<file path="src/hdl/tmh_ram.sv">
// Generic single-write, single-read RAM with registered read data.
module tmh_ram #(
    parameter int WIDTH = 8,
    parameter int DEPTH = 32
) (
    input  logic                     clk,
    input  logic                     we,
    input  logic [$clog2(DEPTH)-1:0] waddr,
    input  logic [WIDTH-1:0]         wdata,
    input  logic [$clog2(DEPTH)-1:0] raddr,
    output logic [WIDTH-1:0]         rdata
);

    logic [WIDTH-1:0] mem [DEPTH];

    always_ff @(posedge clk)
    begin
        if (we)
        begin
            mem[waddr] <= wdata;
        end
        rdata <= mem[raddr];
    end

endmodule

</file>
<file path="config.mk">
export PLATFORM = sky130hd
export DESIGN_NAME = tmh_ram
export DESIGN_NICKNAME = d
export VERILOG_FILES = /design/src/hdl/tmh_ram.sv
export SDC_FILE = /design/constraint.sdc
export NUM_CORES = 1
export LEC_CHECK = 0
export BUFFER_PORTS_ARGS = -buffer_cell sky130_fd_sc_hd__buf_2
export CAP_MARGIN = 15
export CORE_AREA = 2 2 146 119
export CTS_CLUSTER_SIZE = 10
export DETAILED_ROUTE_END_ITERATION = 12
export DIE_AREA = 0 0 148 121
export GPL_TIMING_DRIVEN = 0
export PLACE_DENSITY = 0.77
export SLEW_MARGIN = 0
export SYNTH_ARGS = -nofsm -noshare
export SYNTH_HDL_FRONTEND = slang
export SYNTH_SLANG_ARGS = --single-unit
</file>
<file path="constraint.sdc">
create_clock -name clk -period 3.1 [get_ports clk]
set_input_delay 0.465 -clock clk [delete_from_list [all_inputs] [get_ports clk]]
set_output_delay 0.465 -clock clk [all_outputs]
set_load 0.03 [all_outputs]
</file>
==> After elaboration in Yosys (flattened, before gate mapping) <==
Memories as Yosys holds them, arrays and structs flattened. A register that Yosys moved wholly into a read port is not among the register bits.
Index checks and enable logic that the tools add are counted.
{ "totals": {"ff_bits": 0, "latch_bits": 0, "mem_bits_rw": 256, "mem_bits_ro": 0, "inputBits": 20, "out_inout_bits": 8, "word_cells": 3, "n_memories": 1} }
{ "classes": {"addsub": 0, "mul": 0, "div_mod_pow": 0, "magnitude_cmp": 0, "eq_ne": 0, "n_shift": 0, "mux": 2, "bitwise_logic": 0, "reduce_logical": 0} }
{ "memory_table": {"columns": ["memory", "words", "word_bits", "rd", "rd_ports_with_merged_regs", "wr", "line_no", "rtl"], "rows": [
  ["mem", 32, 8, 1, 1, 1, "14", "logic [WIDTH-1:0] mem [DEPTH];"]
]} }
{ "ops": {"columns": ["operator", "count"], "rows": [
  ["two-way mux 1 bit", 2]
]} }

==> Longest topological paths before layout <==
{ "depth": {"depth_word": 2, "ltp_mapped": 5, "mapped_depth_nobuf": 3} }

==> Worst setup path before layout <==
Ideal clock, no wire load.
{ "synth_timing": {"kind": "input-to-reg", "startpoint": "input port raddr[2]", "endpoint": "register rdata[0] (read register of mem)", "setup_time_ps": 121, "arrival_time_ps": 2147, "required_time_ps": 2979, "path_slack_ps": 833, "stages": 5, "path_buffers": 2, "cell_sequence": "clkbuf_1 -> clkbuf_1 -> mux4_2 -> mux4_2 -> mux2_2"} }
{ "synth_lines": {"columns": ["element", "line_no", "rtl"], "rows": [
  ["start: declaration", "10", "input logic [$clog2(DEPTH)-1:0] raddr,"],
  ["end: declaration", "11", "output logic [WIDTH-1:0] rdata"]
]} }

==> impl_metrics.ini <==
[critical_path]
cp_common_cell = mux4_2
r2r_slack_ps = 1240
startpoint_type = input port
worstSetupEndpointType = flop
crit_fanout = 10
ff2ff_path_depth = 3
worstPathRequired_ps = 3510
slowest_stage = buf_1
critPathLaunch = raddr[2]
cp_data_arrival_time_ps = 2900
worstReg2RegEnd = rdata[3]
slowest_delay_ps = 660
crit_buf_inv = 2
critPathKind = in2reg
cp_cell_sequence = clkbuf_1, buf_1, mux4_2, mux4_2, mux2_2
path_delay_family = multiplexers
worstReg2RegStart = mem[4][3]

[cts]
cts_max_level = 1
clock-root-buffer = clkbuf_16
clkTransAtPathRegs_ps = 50
post_cts_buffers = 0
cts_made_buffers = 30
cts_hold_buf = 0
ctsResizeCount = 0
cts_sinks = 264
insertion_delay_ps = 530
cts_tree = built
clockBufferDepth = 3

[placement]
pre_cts_ws_ps = 57.9
io_buffers = 22
place_congestion = 0.766
hpwlAfterDp_mm = 12.9

[min_path]
hold_path.class = in2reg
whs_endpoint = mem[20][5]
hp-start = wdata[5]
holdPathStages = 1

[floorplanning]
coreArea_um2 = 16400
initial_core_util = 0.613
num_io_pins = 28
die_h_um = 121
rows = 42
die_x_um = 148
die-area_um2 = 17900

[route]
drt_pre_antenna_iters = 5
vias_per_cell = 6.52
first_iter_violations = 537
drc = 0
wl_per_cell_um = 29.3
ant_nets = 0
vias = 4587
wl_mm = 20.6

[logic_synthesis]
netlist.area_leader.share = 0.765
yosysSeqAreaShare = 0.781
ys_types = 15
yosysTopAreaCell = edfxtp_1
synth_area_leaders = edfxtp_1, mux4_2, dfxtp_1
yosysMostFrequentCell = edfxtp_1
avgSynthCellArea_um2 = 24.1
synth-edff-count = 256
ys_warn_count = 0
synthArstFlopShare = 0
ys_ff_latch = 264
synth_common_cells = edfxtp_1, mux4_2, nor2_1
synth-main-ff-cell = edfxtp_1
postSynthCellCount = 417
synth_fp_nets = 437
netlist_area_um2 = 10100

[global_routing]
antenna_found_initial = 0
grt_overflow = 0
grt_pass1_wl_mm = 30.3
grt_max_degree = 33
grt_use_total = 0.240
grt_pass1_vias = 4707

[sta]
fin_ws_ps = 610
period_share = 0.803
fmax_mhz = 402
setup_viol = 0
setup_tns_ps = 0
rsz0062_at_grt = false
worst_pin_slew_ps = 936
fin_skew_ps = 4.94
hold_viol = 0
maxSlewViolCount = 0
finalCriticalPeriod_ps = 2490
slew_headroom = 0.374

[power]
p_per_area_nw_per_um2 = 659
peakVddDrop_v = 0.000466
p_leak_nw = 3.51

[final_layout]
n_fill_cell = 996
fin_nets = 491
post-route-util = 0.687
seqCellArea_um2 = 7850
drive_gt1_frac = 0.317
n_antenna_cell = 0
syn_to_final_growth_pct = 12.1
multi_input_area_um2 = 2100

[outcome]
status = finished clean

[flow_run]
cap_violations = 0
-- metrics by stage --
step,std cells,power [mW],hold slack [ps],area (um^2)
5_1_grt,703,7.62,493,11300
2_1_floorplan,417,4.30,564,10100
6_report,703,7.43,466,11300
4_1_cts,703,7.47,445,11300
3_5_place_dp,659,4.47,900,10400
3_3_place_gp,659,4.45,883,10400
-- cell type report --
class	instances	area share
Tap cell	220	0.0244
Sequential cell	264	0.696
Timing Repair Buffer	22	0.00977
Multi-Input combinational cell	133	0.186
Buffer	20	0.00944
Clock inverter	1	0.000777
Clock buffer	43	0.0728
-- cell families after synthesis --
logic type	synth area share
DFF	0.781
muxes	0.188
buffers and inverters	0.0106
and+or+nand+nor	0.0207
-- where the power goes --
| part | switching (mW) | internal, mW | total, mW |
|---|---|---|---|
| Combinational | 0.246 | 0.162 | 0.408 |
| Sequential | 0.0137 | 3.97 | 3.99 |
| Clock | 1.23 | 1.80 | 3.03 |
-- flip-flops by register name, summed over array words and instances, names as in the netlist --
signal	flops
rdata	8
mem	256
-- cells in the final DEF, fill, tap and decap left out, types with 3 or more instances in the layout --
cell type and count:
buf_1 6, edfxtp_1 256, clkbuf_1 18, nand3b_1 5, buf_4 6, dfxtp_1 8
mux4_2 80, clkbuf_16 31, mux2_2 8, nor2_1 33, buf_2 23, or3b_2 3
-- how the worst max path moves through the flow --
stage                     endpoint  cells past startpoint  slack (ps)
after global placement    rdata[7]                      5          90
after CTS                 rdata[7]                      5         580
after detailed placement  rdata[7]                      5          60
after floorplan           rdata[0]                      5         830
after global routing      rdata[7]                      5         590
final                     rdata[7]                      5         610
-- routing by layer --
metal | routed length [um] | track usage | up-vias
li1 | - | - | 1880
met5 | 0 | 0 | -
met4 | 247 | 0.0429 | 0
met3 | 1780 | 0.0500 | 24
met1 | 8630 | 0.369 | 2443
met2 | 9940 | 0.374 | 240
No activity file was read; power rests on OpenSTA's default activity.
